### config.mk
export PLATFORM = sky130hd
export DESIGN_NAME = key_value_line_parser_unit_flat
export DESIGN_NICKNAME = d
export VERILOG_FILES = /design/src/hw/rtl/kvlp_pkg.sv /design/src/hw/rtl/kvlp_req_if.sv /design/src/hw/rtl/kvlp_rsp_if.sv /design/src/hw/rtl/kvlp_parser.sv /design/src/hw/rtl/kvlp_emitter.sv /design/src/hw/rtl/key_value_line_parser_unit.sv /design/src/flat_wrapper.sv
export VERILOG_INCLUDE_DIRS = /design/src /design/src/hw/rtl
export SDC_FILE = /design/constraint.sdc
export NUM_CORES = 2
export LEC_CHECK = 0
export BUFFER_PORTS_ARGS = -buffer_cell sky130_fd_sc_hd__clkbuf_2
export CAP_MARGIN = 40
export CORE_AREA = 2 2 604 366
export DETAILED_ROUTE_END_ITERATION = 10
export DIE_AREA = 0 0 606 368
export PLACE_DENSITY = 0.5
export SLEW_MARGIN = 25
export SYNTH_ARGS = -nofsm -noshare
export SYNTH_HDL_FRONTEND = slang
export SYNTH_SLANG_ARGS = --single-unit
### constraint.sdc
create_clock -name clock -period 10.1 [get_ports clock]
set_input_delay 3.03 -clock clock [delete_from_list [all_inputs] [get_ports clock]]
set_output_delay 3.03 -clock clock [all_outputs]
set_load 0.02 [all_outputs]
### src/hw/rtl/key_value_line_parser_unit_defines.svh
// assertion macros for the key/value line parser, used by the emitter
`ifndef KEY_VALUE_LINE_PARSER_UNIT_DEFINES_SVH
`define KEY_VALUE_LINE_PARSER_UNIT_DEFINES_SVH

// same-cycle implication, sampled on clock, off while reset is high
`define KVLP_ASSERT_NOW(label, ante, cons) \
   label: assert property (@(posedge clock) disable iff (reset) (ante) |-> (cons)) \
      else $error("kvlp: same-cycle check failed");

// next-cycle implication, sampled on clock, off while reset is high
`define KVLP_ASSERT_NEXT(label, ante, cons) \
   label: assert property (@(posedge clock) disable iff (reset) (ante) |=> (cons)) \
      else $error("kvlp: next-cycle check failed");

`endif

### src/hw/rtl/kvlp_pkg.sv
// shared constants and types of the key/value line parser
package kvlp_pkg;

   // default sizes
   localparam int KVLP_LINE_BYTES  = 128;
   localparam int KVLP_STORE_BYTES = 4096;

   // largest supported line store, sets the width of shared fields
   localparam int KVLP_LINE_MAX = 256;
   localparam int KVLP_ADDR_W   = $clog2(KVLP_LINE_MAX);
   localparam int KVLP_SPAN_W   = KVLP_ADDR_W + 1;

   // record limit of the packed table
   localparam int KVLP_RECORD_MAX = 255;

   // request op codes
   localparam logic OP_TEXT = 1'b0;
   localparam logic OP_END  = 1'b1;

   // character codes
   localparam logic [7:0] CHAR_HASH  = 8'h23;
   localparam logic [7:0] CHAR_EQ    = 8'h3D;
   localparam logic [7:0] CHAR_LF    = 8'h0A;
   localparam logic [7:0] CHAR_CR    = 8'h0D;
   localparam logic [7:0] CHAR_TAB   = 8'h09;
   localparam logic [7:0] CHAR_SPACE = 8'h20;

   // line store write from the parser
   typedef struct packed {
      logic                   en;
      logic [KVLP_ADDR_W-1:0] addr;
      logic [7:0]             data;
   } store_wr_type;

   // record hand-off from the parser to the emitter
   typedef struct packed {
      logic                   go;
      logic                   restart;
      logic [KVLP_SPAN_W-1:0] key_begin;
      logic [KVLP_SPAN_W-1:0] key_finish;
      logic [KVLP_SPAN_W-1:0] value_begin;
      logic [KVLP_SPAN_W-1:0] value_finish;
   } record_req_type;

endpackage

### src/hw/rtl/kvlp_req_if.sv
// request channel of the key/value line parser
interface kvlp_req_if;
   logic       valid;
   logic       ready;
   logic       op;
   logic [7:0] in_byte;

   modport source (output valid, output op, output in_byte, input ready);
   modport sink   (input valid, input op, input in_byte, output ready);
endinterface

### src/hw/rtl/kvlp_rsp_if.sv
// result channel of the key/value line parser
interface kvlp_rsp_if;
   logic        valid;
   logic        ready;
   logic [7:0]  out_byte0;
   logic [7:0]  out_byte1;
   logic [7:0]  out_byte2;
   logic [7:0]  out_byte3;
   logic [2:0]  byte_count;
   logic        last;
   logic [7:0]  record_number;
   logic [11:0] store_offset;

   modport source (output valid, output out_byte0, output out_byte1, output out_byte2,
                   output out_byte3, output byte_count, output last, output record_number,
                   output store_offset, input ready);
   modport sink   (input valid, input out_byte0, input out_byte1, input out_byte2,
                   input out_byte3, input byte_count, input last, input record_number,
                   input store_offset, output ready);
endinterface

### src/hw/rtl/kvlp_parser.sv
// per-byte line parser: start, comment, key and value modes
module kvlp_parser import kvlp_pkg::*; #(
   parameter int LINE_BYTES = KVLP_LINE_BYTES
) (
   input  logic           clock,
   input  logic           reset,
   input  logic           idle,
   kvlp_req_if.sink       req_ch,
   output store_wr_type   store_wr,
   output record_req_type record_req
);

   localparam int AW = $clog2(LINE_BYTES);
   localparam logic [AW-1:0] LAST_POS = AW'(LINE_BYTES - 1);

   typedef enum logic [3:0] {
      MODE_START   = 4'b0001,
      MODE_COMMENT = 4'b0010,
      MODE_KEY     = 4'b0100,
      MODE_VALUE   = 4'b1000
   } parse_mode_type;

   parse_mode_type mode_ff, mode_in;
   logic [AW-1:0]  line_pos_ff, line_pos_in;
   logic [AW-1:0]  kb_ff, kb_in;
   logic [AW-1:0]  kf_ff, kf_in;
   logic [AW:0]    vb_ff, vb_in;
   logic [AW-1:0]  vf_ff, vf_in;

   logic       accept;
   logic       restart_only;
   logic [7:0] ch;
   logic       eol;
   logic       blank;

   // request handshake and character decode
   assign req_ch.ready = idle;
   assign accept       = req_ch.valid && req_ch.ready;
   assign restart_only = (req_ch.op == OP_END) && (line_pos_ff == '0);
   assign ch           = (req_ch.op == OP_END) ? CHAR_LF : req_ch.in_byte;
   assign eol          = (ch == CHAR_LF) || (ch == CHAR_CR);
   assign blank        = (ch == CHAR_SPACE) || (ch == CHAR_TAB);

   // every text byte lands in the line store at the current position
   assign store_wr.en   = accept && !restart_only;
   assign store_wr.addr = KVLP_ADDR_W'(line_pos_ff);
   assign store_wr.data = ch;

   // mode machine and span marks
   always_comb begin
      logic          line_end;
      logic          emit;
      logic [AW-1:0] vf_mark;
      mode_in     = mode_ff;
      line_pos_in = line_pos_ff;
      kb_in       = kb_ff;
      kf_in       = kf_ff;
      vb_in       = vb_ff;
      vf_in       = vf_ff;
      line_end    = 1'b0;
      emit        = 1'b0;
      vf_mark     = vf_ff;
      record_req  = '0;
      if (accept && restart_only) begin
         mode_in     = MODE_START;
         line_pos_in = '0;
         kb_in       = '0;
         kf_in       = '0;
         vb_in       = '0;
         vf_in       = '0;
         record_req.restart = 1'b1;
      end else if (accept) begin
         case (mode_ff)
            MODE_START: begin
               if (eol) begin
                  line_end = 1'b1;
               end else if (blank) begin
                  mode_in = MODE_START;
               end else if (ch == CHAR_HASH) begin
                  mode_in = MODE_COMMENT;
               end else begin
                  mode_in = MODE_KEY;
                  kb_in   = line_pos_ff;
               end
            end
            MODE_COMMENT: begin
               if (eol) begin
                  emit     = (vf_ff != '0);
                  line_end = 1'b1;
               end
            end
            MODE_KEY: begin
               if (ch == CHAR_EQ) begin
                  mode_in = MODE_VALUE;
                  kf_in   = line_pos_ff;
                  vb_in   = {1'b0, line_pos_ff} + (AW+1)'(1);
               end else if (eol) begin
                  line_end = 1'b1;
               end else if (ch == CHAR_HASH) begin
                  kb_in   = '0;
                  kf_in   = '0;
                  mode_in = MODE_COMMENT;
               end
            end
            MODE_VALUE: begin
               if (eol) begin
                  vf_mark  = (vf_ff == '0) ? line_pos_ff : vf_ff;
                  emit     = 1'b1;
                  line_end = 1'b1;
               end else if (ch == CHAR_HASH) begin
                  if (vf_ff == '0) begin
                     vf_in = line_pos_ff;
                  end
                  mode_in = MODE_COMMENT;
               end
            end
            default: begin
               mode_in = MODE_START;
            end
         endcase

         // next line starts at position one, long lines stick at the end
         if (line_end) begin
            mode_in     = MODE_START;
            line_pos_in = AW'(1);
            kb_in       = '0;
            kf_in       = '0;
            vb_in       = '0;
            vf_in       = '0;
         end else begin
            line_pos_in = (line_pos_ff == LAST_POS) ? LAST_POS : line_pos_ff + AW'(1);
         end

         // end of input: implicit newline above, then back to reset values
         if (req_ch.op == OP_END) begin
            mode_in     = MODE_START;
            line_pos_in = '0;
            kb_in       = '0;
            kf_in       = '0;
            vb_in       = '0;
            vf_in       = '0;
            record_req.restart = 1'b1;
         end

         record_req.go           = emit;
         record_req.key_begin    = KVLP_SPAN_W'(kb_ff);
         record_req.key_finish   = KVLP_SPAN_W'(kf_ff);
         record_req.value_begin  = KVLP_SPAN_W'(vb_ff);
         record_req.value_finish = KVLP_SPAN_W'(vf_mark);
      end
   end

   // parser registers
   always_ff @(posedge clock) begin
      if (reset) begin
         mode_ff     <= MODE_START;
         line_pos_ff <= '0;
         kb_ff       <= '0;
         kf_ff       <= '0;
         vb_ff       <= '0;
         vf_ff       <= '0;
      end else begin
         mode_ff     <= mode_in;
         line_pos_ff <= line_pos_in;
         kb_ff       <= kb_in;
         kf_ff       <= kf_in;
         vb_ff       <= vb_in;
         vf_ff       <= vf_in;
      end
   end

endmodule

### src/hw/rtl/kvlp_emitter.sv
// line store, trim sequencer and record packer with output register
`include "key_value_line_parser_unit_defines.svh"

module kvlp_emitter import kvlp_pkg::*; #(
   parameter int LINE_BYTES  = KVLP_LINE_BYTES,
   parameter int STORE_BYTES = KVLP_STORE_BYTES
) (
   input  logic           clock,
   input  logic           reset,
   input  store_wr_type   store_wr,
   input  record_req_type record_req,
   output logic           idle,
   kvlp_rsp_if.source     rsp_ch
);

   localparam int AW   = $clog2(LINE_BYTES);
   localparam int SPW  = AW + 1;
   localparam int SW   = $clog2(STORE_BYTES);
   localparam int SUMW = ((SW > SPW + 1) ? SW : SPW + 1) + 1;

   typedef enum logic [5:0] {
      ST_IDLE   = 6'b000001,
      ST_LEAD   = 6'b000010,
      ST_TRAIL  = 6'b000100,
      ST_SIZE   = 6'b001000,
      ST_STREAM = 6'b010000,
      ST_FINISH = 6'b100000
   } emit_state_type;

   typedef enum logic [5:0] {
      PH_KLEN  = 6'b000001,
      PH_KEY   = 6'b000010,
      PH_KZERO = 6'b000100,
      PH_VLEN  = 6'b001000,
      PH_VAL   = 6'b010000,
      PH_VZERO = 6'b100000
   } emit_phase_type;

   // line store
   logic [7:0]    store_mem [LINE_BYTES];
   logic [7:0]    rd_data_ff;
   logic          rd_en;
   logic [AW-1:0] rd_addr;

   emit_state_type state_ff, state_in;
   emit_phase_type phase_ff, phase_in;
   logic           span_val_ff, span_val_in;
   logic           rd_wait_ff, rd_wait_in;
   logic           restart_ff, restart_in;
   logic [SPW-1:0] cur_s_ff, cur_s_in;
   logic [SPW-1:0] cur_f_ff, cur_f_in;
   logic [SPW-1:0] ks_ff, ks_in;
   logic [SPW-1:0] kf_ff, kf_in;
   logic [SPW-1:0] vs_ff, vs_in;
   logic [SPW-1:0] vf_ff, vf_in;
   logic [SPW-1:0] klen_ff, klen_in;
   logic [SPW-1:0] vlen_ff, vlen_in;
   logic [SPW-1:0] ptr_ff, ptr_in;
   logic [SPW-1:0] rem_ff, rem_in;
   logic [7:0]     buf_ff [3];
   logic [7:0]     buf_in [3];
   logic [1:0]     cnt_ff, cnt_in;
   logic [SW-1:0]  chunk_off_ff, chunk_off_in;
   logic [SW-1:0]  pos_ff, pos_in;
   logic [7:0]     total_ff, total_in;

   // output register
   logic        out_valid_ff, out_valid_in;
   logic [7:0]  out_b0_ff, out_b0_in;
   logic [7:0]  out_b1_ff, out_b1_in;
   logic [7:0]  out_b2_ff, out_b2_in;
   logic [7:0]  out_b3_ff, out_b3_in;
   logic [2:0]  out_cnt_ff, out_cnt_in;
   logic        out_last_ff, out_last_in;
   logic [7:0]  out_num_ff, out_num_in;
   logic [11:0] out_off_ff, out_off_in;

   logic           can_push;
   logic           is_space;
   logic [SPW-1:0] f_dec;
   logic [SPW:0]   s_inc;
   logic [SPW-1:0] klen_now;
   logic [SPW-1:0] vlen_now;
   logic [SUMW-1:0] len_sum;
   logic           drop;
   logic           push;

   assign idle     = (state_ff == ST_IDLE);
   assign can_push = !out_valid_ff || rsp_ch.ready;
   assign is_space = (rd_data_ff == CHAR_SPACE);
   assign f_dec    = cur_f_ff - SPW'(1);
   assign s_inc    = {1'b0, cur_s_ff} + (SPW+1)'(1);

   // trimmed lengths and the table-full check
   assign klen_now = (kf_ff > ks_ff) ? kf_ff - ks_ff : '0;
   assign vlen_now = (vf_ff > vs_ff) ? vf_ff - vs_ff : '0;
   assign len_sum  = SUMW'(pos_ff) + SUMW'(klen_now) + SUMW'(vlen_now) + SUMW'(4);
   assign drop     = (len_sum >= SUMW'(STORE_BYTES)) || (total_ff >= 8'(KVLP_RECORD_MAX));

   // line store write port and registered read port
   always_ff @(posedge clock) begin
      if (store_wr.en) begin
         store_mem[store_wr.addr[AW-1:0]] <= store_wr.data;
      end
      if (rd_en) begin
         rd_data_ff <= store_mem[rd_addr];
      end
   end

   // sequencer
   always_comb begin
      logic          span_done;
      logic          produce;
      logic          blast;
      logic          completes;
      logic          commit;
      logic [7:0]    bval;
      logic [SPW:0]  len_inc;
      logic [SW-1:0] off_now;
      state_in     = state_ff;
      phase_in     = phase_ff;
      span_val_in  = span_val_ff;
      rd_wait_in   = rd_wait_ff;
      restart_in   = restart_ff;
      cur_s_in     = cur_s_ff;
      cur_f_in     = cur_f_ff;
      ks_in        = ks_ff;
      kf_in        = kf_ff;
      vs_in        = vs_ff;
      vf_in        = vf_ff;
      klen_in      = klen_ff;
      vlen_in      = vlen_ff;
      ptr_in       = ptr_ff;
      rem_in       = rem_ff;
      buf_in       = buf_ff;
      cnt_in       = cnt_ff;
      chunk_off_in = chunk_off_ff;
      pos_in       = pos_ff;
      total_in     = total_ff;
      out_valid_in = out_valid_ff;
      out_b0_in    = out_b0_ff;
      out_b1_in    = out_b1_ff;
      out_b2_in    = out_b2_ff;
      out_b3_in    = out_b3_ff;
      out_cnt_in   = out_cnt_ff;
      out_last_in  = out_last_ff;
      out_num_in   = out_num_ff;
      out_off_in   = out_off_ff;
      rd_en        = 1'b0;
      rd_addr      = cur_s_ff[AW-1:0];
      span_done    = 1'b0;
      produce      = 1'b0;
      blast        = 1'b0;
      completes    = 1'b0;
      commit       = 1'b0;
      bval         = '0;
      len_inc      = '0;
      off_now      = '0;
      push         = 1'b0;

      // result taken by the receiver
      if (out_valid_ff && rsp_ch.ready) begin
         out_valid_in = 1'b0;
      end

      case (state_ff)
         ST_IDLE: begin
            if (record_req.go) begin
               cur_s_in    = record_req.key_begin[SPW-1:0];
               cur_f_in    = record_req.key_finish[SPW-1:0];
               vs_in       = record_req.value_begin[SPW-1:0];
               vf_in       = record_req.value_finish[SPW-1:0];
               restart_in  = record_req.restart;
               span_val_in = 1'b0;
               rd_wait_in  = 1'b0;
               state_in    = ST_LEAD;
            end else if (record_req.restart) begin
               pos_in   = SW'(1);
               total_in = '0;
            end
         end
         // strip leading spaces, one store read per step
         ST_LEAD: begin
            if (!rd_wait_ff) begin
               if (cur_s_ff < cur_f_ff) begin
                  rd_en      = 1'b1;
                  rd_addr    = cur_s_ff[AW-1:0];
                  rd_wait_in = 1'b1;
               end else begin
                  state_in = ST_TRAIL;
               end
            end else begin
               rd_wait_in = 1'b0;
               if (is_space) begin
                  cur_s_in = cur_s_ff + SPW'(1);
               end else begin
                  state_in = ST_TRAIL;
               end
            end
         end
         // strip trailing spaces, keeping at least one byte
         ST_TRAIL: begin
            if (!rd_wait_ff) begin
               if ({1'b0, cur_f_ff} > s_inc) begin
                  rd_en      = 1'b1;
                  rd_addr    = f_dec[AW-1:0];
                  rd_wait_in = 1'b1;
               end else begin
                  span_done = 1'b1;
               end
            end else begin
               rd_wait_in = 1'b0;
               if (is_space) begin
                  cur_f_in = f_dec;
               end else begin
                  span_done = 1'b1;
               end
            end
            if (span_done && !span_val_ff) begin
               ks_in       = cur_s_ff;
               kf_in       = cur_f_ff;
               cur_s_in    = vs_ff;
               cur_f_in    = vf_ff;
               span_val_in = 1'b1;
               state_in    = ST_LEAD;
            end else if (span_done) begin
               vs_in    = cur_s_ff;
               vf_in    = cur_f_ff;
               state_in = ST_SIZE;
            end
         end
         ST_SIZE: begin
            if (drop) begin
               state_in = ST_FINISH;
            end else begin
               total_in   = total_ff + 8'd1;
               klen_in    = klen_now;
               vlen_in    = vlen_now;
               phase_in   = PH_KLEN;
               cnt_in     = '0;
               buf_in[0]  = '0;
               buf_in[1]  = '0;
               buf_in[2]  = '0;
               rd_wait_in = 1'b0;
               state_in   = ST_STREAM;
            end
         end
         // one record byte per step, packed up to four to a result
         ST_STREAM: begin
            case (phase_ff)
               PH_KLEN: begin
                  produce = 1'b1;
                  len_inc = {1'b0, klen_ff} + (SPW+1)'(1);
                  bval    = 8'(len_inc);
               end
               PH_KZERO: begin
                  produce = 1'b1;
               end
               PH_VLEN: begin
                  produce = 1'b1;
                  len_inc = {1'b0, vlen_ff} + (SPW+1)'(1);
                  bval    = 8'(len_inc);
               end
               PH_VZERO: begin
                  produce = 1'b1;
                  blast   = 1'b1;
               end
               PH_KEY, PH_VAL: begin
                  if (!rd_wait_ff) begin
                     rd_en      = 1'b1;
                     rd_addr    = ptr_ff[AW-1:0];
                     rd_wait_in = 1'b1;
                  end else begin
                     produce = 1'b1;
                     bval    = rd_data_ff;
                  end
               end
               default: begin
                  phase_in = PH_KLEN;
               end
            endcase

            completes = (cnt_ff == 2'd3) || blast;
            commit    = produce && (!completes || can_push);
            off_now   = (cnt_ff == 2'd0) ? pos_ff : chunk_off_ff;

            if (commit) begin
               pos_in = pos_ff + SW'(1);
               if (cnt_ff == 2'd0) begin
                  chunk_off_in = pos_ff;
               end

               // advance through the record layout
               case (phase_ff)
                  PH_KLEN: begin
                     ptr_in   = ks_ff;
                     rem_in   = klen_ff;
                     phase_in = (klen_ff == '0) ? PH_KZERO : PH_KEY;
                  end
                  PH_KZERO: begin
                     phase_in = PH_VLEN;
                  end
                  PH_VLEN: begin
                     ptr_in   = vs_ff;
                     rem_in   = vlen_ff;
                     phase_in = (vlen_ff == '0) ? PH_VZERO : PH_VAL;
                  end
                  PH_KEY, PH_VAL: begin
                     rd_wait_in = 1'b0;
                     ptr_in     = ptr_ff + SPW'(1);
                     rem_in     = rem_ff - SPW'(1);
                     if (rem_ff == SPW'(1)) begin
                        phase_in = (phase_ff == PH_KEY) ? PH_KZERO : PH_VZERO;
                     end
                  end
                  default: begin
                     state_in = ST_FINISH;
                  end
               endcase

               if (completes) begin
                  push         = 1'b1;
                  out_valid_in = 1'b1;
                  out_b0_in    = (cnt_ff == 2'd0) ? bval : buf_ff[0];
                  out_b1_in    = (cnt_ff == 2'd1) ? bval : ((cnt_ff > 2'd1) ? buf_ff[1] : 8'd0);
                  out_b2_in    = (cnt_ff == 2'd2) ? bval : ((cnt_ff > 2'd2) ? buf_ff[2] : 8'd0);
                  out_b3_in    = (cnt_ff == 2'd3) ? bval : 8'd0;
                  out_cnt_in   = {1'b0, cnt_ff} + 3'd1;
                  out_last_in  = blast;
                  out_num_in   = total_ff;
                  out_off_in   = 12'(off_now);
                  cnt_in       = '0;
                  buf_in[0]    = '0;
                  buf_in[1]    = '0;
                  buf_in[2]    = '0;
                  if (blast) begin
                     state_in = ST_FINISH;
                  end
               end else begin
                  case (cnt_ff)
                     2'd0: buf_in[0] = bval;
                     2'd1: buf_in[1] = bval;
                     default: buf_in[2] = bval;
                  endcase
                  cnt_in = cnt_ff + 2'd1;
               end
            end
         end
         // end of input puts the table counters back
         ST_FINISH: begin
            if (restart_ff) begin
               pos_in   = SW'(1);
               total_in = '0;
            end
            restart_in = 1'b0;
            state_in   = ST_IDLE;
         end
         default: begin
            state_in = ST_IDLE;
         end
      endcase
   end

   // control registers
   always_ff @(posedge clock) begin
      if (reset) begin
         state_ff     <= ST_IDLE;
         phase_ff     <= PH_KLEN;
         span_val_ff  <= 1'b0;
         rd_wait_ff   <= 1'b0;
         restart_ff   <= 1'b0;
         cnt_ff       <= '0;
         pos_ff       <= SW'(1);
         total_ff     <= '0;
         out_valid_ff <= 1'b0;
      end else begin
         state_ff     <= state_in;
         phase_ff     <= phase_in;
         span_val_ff  <= span_val_in;
         rd_wait_ff   <= rd_wait_in;
         restart_ff   <= restart_in;
         cnt_ff       <= cnt_in;
         pos_ff       <= pos_in;
         total_ff     <= total_in;
         out_valid_ff <= out_valid_in;
      end
   end

   // datapath registers
   always_ff @(posedge clock) begin
      cur_s_ff     <= cur_s_in;
      cur_f_ff     <= cur_f_in;
      ks_ff        <= ks_in;
      kf_ff        <= kf_in;
      vs_ff        <= vs_in;
      vf_ff        <= vf_in;
      klen_ff      <= klen_in;
      vlen_ff      <= vlen_in;
      ptr_ff       <= ptr_in;
      rem_ff       <= rem_in;
      buf_ff       <= buf_in;
      chunk_off_ff <= chunk_off_in;
      out_b0_ff    <= out_b0_in;
      out_b1_ff    <= out_b1_in;
      out_b2_ff    <= out_b2_in;
      out_b3_ff    <= out_b3_in;
      out_cnt_ff   <= out_cnt_in;
      out_last_ff  <= out_last_in;
      out_num_ff   <= out_num_in;
      out_off_ff   <= out_off_in;
   end

   // result channel
   assign rsp_ch.valid         = out_valid_ff;
   assign rsp_ch.out_byte0     = out_b0_ff;
   assign rsp_ch.out_byte1     = out_b1_ff;
   assign rsp_ch.out_byte2     = out_b2_ff;
   assign rsp_ch.out_byte3     = out_b3_ff;
   assign rsp_ch.byte_count    = out_cnt_ff;
   assign rsp_ch.last          = out_last_ff;
   assign rsp_ch.record_number = out_num_ff;
   assign rsp_ch.store_offset  = out_off_ff;

   // checks
   `KVLP_ASSERT_NOW(a_go_only_when_idle, record_req.go, state_ff == ST_IDLE)
   `KVLP_ASSERT_NOW(a_push_into_free_slot, push, !out_valid_ff || rsp_ch.ready)
   `KVLP_ASSERT_NOW(a_result_fields_sane, out_valid_ff,
      (out_num_ff != 8'd0) && (out_cnt_ff != 3'd0) && (out_cnt_ff <= 3'd4))
   `KVLP_ASSERT_NEXT(a_restart_clears_table, (state_ff == ST_FINISH) && restart_ff,
      (pos_ff == SW'(1)) && (total_ff == 8'd0))

endmodule

### src/hw/rtl/key_value_line_parser_unit.sv
// Key/value configuration line parser, top level.
// Requests on req_ch carry one text byte (op text) or an end-of-input mark
// (op end). Bytes fill a line store; a line end that closes a "key=value" line
// trims both fields of spaces and streams the record on rsp_ch as key length+1,
// key bytes, 0, value length+1, value bytes, 0, up to four bytes per result,
// with last on the final result, the record number and the table offset.
// A plain byte is taken while ready stays high. A line end with a record
// keeps ready low while a sequencer walks the line store through its single
// registered read port: it reads the store for each space trimmed and each
// key or value byte sent, writes length and terminator bytes without a read,
// runs four trim passes, sizes the record and finishes, and waits out receiver
// stalls. Records that would fill the table or pass 255 records give no
// result. End of input behaves as a final newline when the line is not
// empty, then clears state. Reset puts the parser in its start mode with an
// empty table; the line store needs no clearing. A stalled receiver holds
// the result register; the sequencer then waits, and new requests are taken
// once it returns to idle.
module key_value_line_parser_unit import kvlp_pkg::*; #(
   parameter int LINE_BYTES  = KVLP_LINE_BYTES,
   parameter int STORE_BYTES = KVLP_STORE_BYTES
) (
   input logic        clock,
   input logic        reset,
   kvlp_req_if.sink   req_ch,
   kvlp_rsp_if.source rsp_ch
);

   store_wr_type   store_wr;
   record_req_type record_req;
   logic           idle;

   // byte parser
   kvlp_parser #(
      .LINE_BYTES (LINE_BYTES)
   ) u_parser (
      .clock      (clock),
      .reset      (reset),
      .idle       (idle),
      .req_ch     (req_ch),
      .store_wr   (store_wr),
      .record_req (record_req)
   );

   // trim, pack and send
   kvlp_emitter #(
      .LINE_BYTES  (LINE_BYTES),
      .STORE_BYTES (STORE_BYTES)
   ) u_emitter (
      .clock      (clock),
      .reset      (reset),
      .store_wr   (store_wr),
      .record_req (record_req),
      .idle       (idle),
      .rsp_ch     (rsp_ch)
   );

endmodule
### src/flat_wrapper.sv
// flat-port wrapper written by rule: the top's interface ports become plain ports
module key_value_line_parser_unit_flat import kvlp_pkg::*;
#(
   parameter int LINE_BYTES  = KVLP_LINE_BYTES,
   parameter int STORE_BYTES = KVLP_STORE_BYTES
)
  (clock, reset, req_ch_valid, req_ch_op, req_ch_in_byte, req_ch_ready, rsp_ch_valid, rsp_ch_out_byte0, rsp_ch_out_byte1, rsp_ch_out_byte2, rsp_ch_out_byte3, rsp_ch_byte_count, rsp_ch_last, rsp_ch_record_number, rsp_ch_store_offset, rsp_ch_ready);
  kvlp_req_if req_ch_i ();
  kvlp_rsp_if rsp_ch_i ();
  input logic clock;
  input logic reset;
  input wire logic [$bits(req_ch_i.valid)-1:0] req_ch_valid;
  input wire logic [$bits(req_ch_i.op)-1:0] req_ch_op;
  input wire logic [$bits(req_ch_i.in_byte)-1:0] req_ch_in_byte;
  output wire logic [$bits(req_ch_i.ready)-1:0] req_ch_ready;
  output wire logic [$bits(rsp_ch_i.valid)-1:0] rsp_ch_valid;
  output wire logic [$bits(rsp_ch_i.out_byte0)-1:0] rsp_ch_out_byte0;
  output wire logic [$bits(rsp_ch_i.out_byte1)-1:0] rsp_ch_out_byte1;
  output wire logic [$bits(rsp_ch_i.out_byte2)-1:0] rsp_ch_out_byte2;
  output wire logic [$bits(rsp_ch_i.out_byte3)-1:0] rsp_ch_out_byte3;
  output wire logic [$bits(rsp_ch_i.byte_count)-1:0] rsp_ch_byte_count;
  output wire logic [$bits(rsp_ch_i.last)-1:0] rsp_ch_last;
  output wire logic [$bits(rsp_ch_i.record_number)-1:0] rsp_ch_record_number;
  output wire logic [$bits(rsp_ch_i.store_offset)-1:0] rsp_ch_store_offset;
  input wire logic [$bits(rsp_ch_i.ready)-1:0] rsp_ch_ready;
  assign req_ch_i.valid = req_ch_valid;
  assign req_ch_i.op = req_ch_op;
  assign req_ch_i.in_byte = req_ch_in_byte;
  assign req_ch_ready = req_ch_i.ready;
  assign rsp_ch_valid = rsp_ch_i.valid;
  assign rsp_ch_out_byte0 = rsp_ch_i.out_byte0;
  assign rsp_ch_out_byte1 = rsp_ch_i.out_byte1;
  assign rsp_ch_out_byte2 = rsp_ch_i.out_byte2;
  assign rsp_ch_out_byte3 = rsp_ch_i.out_byte3;
  assign rsp_ch_byte_count = rsp_ch_i.byte_count;
  assign rsp_ch_last = rsp_ch_i.last;
  assign rsp_ch_record_number = rsp_ch_i.record_number;
  assign rsp_ch_store_offset = rsp_ch_i.store_offset;
  assign rsp_ch_i.ready = rsp_ch_ready;
  key_value_line_parser_unit #(.LINE_BYTES(LINE_BYTES), .STORE_BYTES(STORE_BYTES)) u_core (.clock(clock), .reset(reset), .req_ch(req_ch_i), .rsp_ch(rsp_ch_i));
endmodule
### After elaboration in Yosys (flattened, before gate mapping)

Memories as Yosys holds them, arrays and structs flattened. A register that Yosys moved wholly into a read port is not among the register bits.
Index checks and enable logic that the tools add are counted.

* output and inout port bits: 58
* logic and storage cells: 345
* bits in writable memories: 1024
* register bits: 250
* bits of input ports: 13
* memories kept: 1

Memory list
* u_core.u_emitter.store_mem: words 128, width 8, rd ports 1, clocked after Yosys merged registers in 1, wr ports 1, line kvlp_emitter.sv:40 `logic [7:0] store_mem [LINE_BYTES];`

* order comparisons: 8
* mux-type cells: 158
* $add $sub $neg: 18
* equality and inequality tests: 55
* bitwise operators: 1
* reductions and logical operators: 67

Operator list (number)
* 2-to-1 mux 8 bit: 33
* 2-to-1 mux 7 bit: 27
* one-hot mux 8 bit (3 select lines): 5
* 2-to-1 mux 6 bit: 17
* 2-to-1 mux 24 bit: 3
* 2-to-1 mux 12 bit: 5
* one-hot mux 24 bit (2 select lines): 1
* one-hot mux 8 bit (2 select lines): 3
* adder 8 x 1 -> 8 bit, second input constant: 5
* 2-to-1 mux 38 bit: 1
* one-hot mux 12 bit (3 select lines): 1
* 2-to-1 mux 1 bit: 35
* 2-to-1 mux 35 bit: 1
* == test 8 x 6 -> 1 bit, second input constant: 4
* one-hot mux 6 bit (5 select lines): 1
* one-hot mux 7 bit (2 select lines): 2
* == test 8 x 4 -> 1 bit, second input constant: 3
* 2-to-1 mux 4 bit: 6
* != test 3 bit, second input constant: 8
* != test 4 bit, second input constant: 6
* one-hot mux 6 bit (4 select lines): 1
* AND reduction 4 bit: 6
* nonzero test 3 bit: 8
* AND reduction 3 bit: 7
* 63 further kinds: 118

### Longest topological paths before layout

* word-level depth: 10
* mapped depth: 28
* mapped depth without buffers: 28

### Hierarchy

Synthesis repeated with hierarchy kept, for this count alone.

* cells, all modules: 4358
* area, all modules: 54487.3 um^2

By module, submodules not included
* kvlp_emitter: times used 1, cells each 4056, seq. area each 36885.4 um^2, area an instance 52074.9 um^2
* kvlp_parser: times used 1, cells each 302, seq. area each 800.8 um^2, area an instance 2412.3 um^2

### Least setup slack after synthesis

OpenSTA, ideal clock, no wires.

* path type: input -> register
* start: input req_ch_op
* end: register u_core.u_parser.kb_ff[6]
* stages: 12
* required time: 10029 ps
* data arrival time: 8368 ps
* path buffers: 1
* setup slack: 1661 ps
* library setup time: 71 ps
* path through: clkbuf_1 -> nor2b_1 -> or4_1 -> nor3b_1 -> mux2_2 -> a21oi_1 -> nor3b_1 -> mux2_2 -> nor2_1 -> nor2_1 -> nand3_1 -> a21oi_1

RTL lines
* start, declared: line flat_wrapper.sv:13 `input wire logic [$bits(req_ch_i.op)-1:0] req_ch_op;`
* end signal, assigned: line kvlp_parser.sv:165 `kb_ff <= kb_in;`
* end, declared: line kvlp_parser.sv:25 `logic [AW-1:0] kb_ff, kb_in;`

### Worst setup path after layout

* start: register u_core.u_emitter.ks_ff[0]
* end: register u_core.u_emitter.buf_ff[0] in the netlist's numbering, enable pin

* cells in the longest elaborated chain, start to end: 9
* elaborated cells on any way between the ends: 10
* classes of those cells: add/sub (4); order compare (2); eq/ne (1); mux (1); reduce/logical (2)

RTL lines
* start, declared: line kvlp_emitter.sv:52 `logic [SPW-1:0] ks_ff, ks_in;`
* start signal, assigned: line kvlp_emitter.sv:393 `ks_ff <= ks_in;`
* subtractor 8 bit / > comparator 8 bit (equally long branches): line kvlp_emitter.sv:95 `assign klen_now = (kf_ff > ks_ff) ? kf_ff - ks_ff : '0;`
* 2-to-1 mux 8 bit *: line kvlp_emitter.sv:95
* via u_core.u_emitter.klen_now[1]: line kvlp_emitter.sv:82 `logic [SPW-1:0] klen_now;`
* adder 12 x 8 -> 13 bit *: line kvlp_emitter.sv:97 `assign len_sum = SUMW'(pos_ff) + SUMW'(klen_now) + SUMW'(vlen_now) + SUMW'(4);`
* adder 13 x 8 -> 13 bit *: line kvlp_emitter.sv:97
* adder 13 x 3 -> 13 bit *: line kvlp_emitter.sv:97
* greater-or-equal comparator 13 bit *: line kvlp_emitter.sv:98 `assign drop = (len_sum >= SUMW'(STORE_BYTES)) || (total_ff >= 8'(KVLP_RECORD_MAX));`
* logical OR 1 bit *: line kvlp_emitter.sv:98
* != test 2 bit (no source line) *
* AND reduction 4 bit (no source line) *
* end signal, assigned: line kvlp_emitter.sv:401 `buf_ff <= buf_in;`
* end, declared: line kvlp_emitter.sv:60 `logic [7:0] buf_ff [3];`

The timed path passes the listed nets; every way through them passes the cells marked *.
A chain may end at the register's enable or synchronous reset.

==> results.ini <==
[sta]
setup_slack_ps=3330
finalSetupViolCount=0
fin_crit_sh_pct=67.0
finalCriticalPeriod_ps=6770
finalClockSkew_ps=44.8
hold_viol_final=0
tightest_slew_ps=1090
slew_headroom_pct=27.1
slew_violations=0
timing.setup.tns_ps=0
fmax_mhz=148
hold_ws_ps=457
rsz0062_at_grt=false

[final_layout]
final_util_pct=28.9
final_cell_mix=edfxtp_1 (1,203), nand2_1 (745), a21oi_1 (286), nor2_1 (253), nand3_1 (204)
nNetsFinal=4442
area.growth.synth_to_final_pct=16.1
final_cells=7347
n_fill_cell=22100
drive_gt1_share_pct=11.6
final_area_um2=62900
layout_commonest_cell=edfxtp_1

[cts]
cts.sinks=1281
insertion_delay_ps=750
cts-htree-levels=3
tritoncts=yes
cts_made_buffers=111
cts-root-buf=clkbuf_16
cts.hold.buffers_added=0
clk_path_buf_depth=3
post_cts_buffers=0
clk_pin_slew_worst_paths_ps=70
ctsResizeCount=0

[floorplan]
rows=133
die_x_um=606
pin_count=71
fp.coreArea_um2=218000
dieHeight_um=368
die-area_um2=223000
start_util_pct=24.9

[critical_path]
crit_required_ps=10480
r2r-start=u_core.u_emitter.ks_ff[0]
r2r_setup_slack_ps=3330
startpoint_type=flop
worstSetupPathType=flop to flop
crit_fanout=8
r2r_cells=25
critPathLaunch=u_core.u_emitter.ks_ff[0]
worstReg2RegEnd=u_core.u_emitter.buf_ff[0]
worstSetupEndpointType=flop
endpoint=u_core.u_emitter.buf_ff[0]
arrival_ps=7150

[placement]
gp_congestion=0.930
pre_cts_slack_ps=3140
dp_cells=7089
place_area_um2=58700
numPortBuffers=70
dpl.hpwl_um=109000

[global_route]
antenna_found_initial=17
grt_pass1_wl_um=238000
use_met3_pct=4.15
top_usage_layer=met1
grt_usage_pct=14.4
grt_util_met2_pct=17.8
globalRouteOverflowTotal=0
grt_max_degree=136
grt.met1_usage_pct=23.8
grt_pass1_vias=32600

[yosys]
postSynth.asyncResetShare_pct=0
ys_seq_area_share_pct=69.6
synth_cell_type_count=73
netlist_area_um2=54200
syn_avg_cell_area_um2=12.9
synthFlopType=edfxtp_1
synth_cells=4193
syn_nets=4279
synth_edf_count=1203
synth-seq-cells=1281
yosysWarnings=0

[power_and_ir_drop]
p_leak_nw=21.8
total_power_mw=10.6
cellPowerDensity_nw_per_um2=169
vdd_drop_max_v=0.000139

[drt]
via_count=35700
drc=0
wirelength_um=165000
drt_iter0_drc=4450
wl_per_cell_um=22.5
via_per_inst=4.86
detail-route-antenna-nets=0
dr.pass1.iters=7

[worst_hold_path]
worstHoldPathCells=2
worstHoldPathType=flop to flop

[flow_run]
maxCapViolations=0

[run_status]
status=completed

==> how the worst min path moves through the flow <==
stage / start / to
6_report: u_core.u_parser.kb_ff[3] / u_core.u_parser.kb_ff[3]
5_1_grt: u_core.u_parser.kf_ff[1] / u_core.u_parser.kf_ff[1]
4_1_cts: u_core.u_parser.kb_ff[3] / u_core.u_parser.kb_ff[3]
3_5_place_dp: u_core.u_parser.kb_ff[3] / u_core.u_parser.kb_ff[3]
3_3_place_gp: u_core.u_parser.kb_ff[3] / u_core.u_parser.kb_ff[3]
2_1_floorplan: u_core.u_emitter.total_ff[6] / u_core.u_emitter.rsp_ch.record_number[6]
==> state kept, by name, summed over array words and instances, names as in the netlist, 12 cells and up <==
| register | count |
|---|---|
| u_core.u_emitter.store_mem | 1024 |
| u_core.u_emitter.buf_ff | 24 |
| u_core.u_emitter.rsp_ch.store_offset | 12 |
| u_core.u_emitter.pos_ff | 12 |
| u_core.u_emitter.chunk_off_ff | 12 |
==> cell usage after synthesis (all sizes together), types with 44 or more instances <==
| master | count | area, um^2 |
|---|---|---|
| a22oi | 71 | 533 |
| edfxtp | 1203 | 36100 |
| a22o | 118 | 1030 |
| mux2i | 145 | 1450 |
| a21boi | 44 | 330 |
| clkbuf | 126 | 473 |
| dfxtp | 78 | 1560 |
| ha | 62 | 776 |
| buf | 108 | 542 |
| o21ai | 82 | 414 |
| inv | 82 | 308 |
| nor2 | 255 | 957 |
| nand2 | 746 | 2800 |
| a21oi | 286 | 1430 |
| nand3 | 204 | 1020 |
==> cell type report <==
type / count / area, um^2 / share of cell area (%)
clock buffers: 126 / 2830 / 4.51
well taps: 2902 / 3630 / 5.77
clock inverters: 75 / 878 / 1.40
flip-flops and latches: 1281 / 37700 / 59.9
multi-input cells: 2596 / 15300 / 24.4
diodes: 1 / 2.50 / 0.00398
repair buffers: 284 / 2230 / 3.54
inverters: 82 / 310 / 0.493
==> cells by family after synthesis <==
kind of cell               count (synthesis)  synth area share [%]
xor gates and xnor gates                  64                  1.03
muxes                                    160                  3.00
and+or+nand+nor                         1500                  12.4
buffers and inverters                    316                  2.44
DFF                                     1281                  69.6
AOI/OAI and AO/OA                        799                  9.75
adders and majority gates                 73                  1.84
==> metal layers <==
metal / up-vias / wire length [um]
li1: 16000 / -
met4: 12 / 2500
met1: 18100 / 84200
met3: 183 / 17400
met2: 1477 / 60800
met5: - / 88
==> worst max-delay path, cell delays in order (launching register included) <==
cell and delay, ps:
edfxtp_1 390, ha_1 160, inv_1 60, fa_1 390, a21o_1 170, a21o_1 190, a21o_1 180, a21oi_1 210
nor2b_1 70, o21a_1 170, o22a_1 270, and2_1 250, fa_1 430, fa_1 460, ha_1 210, fa_1 410
a21o_1 180, a21o_1 190, a21o_1 200, a21o_1 190, a21o_1 180, a21oi_1 180, o211ai_1 220, nand2_1 270
nand2_1 200, nor2_1 590
==> power breakdown <==
group | internal (mW) | switching [mW]
combinational | 0.0782 | 0.239
sequential | 5.80 | 0.0243
clock | 2.44 | 2.05
(Power assumes the default switching activity.)
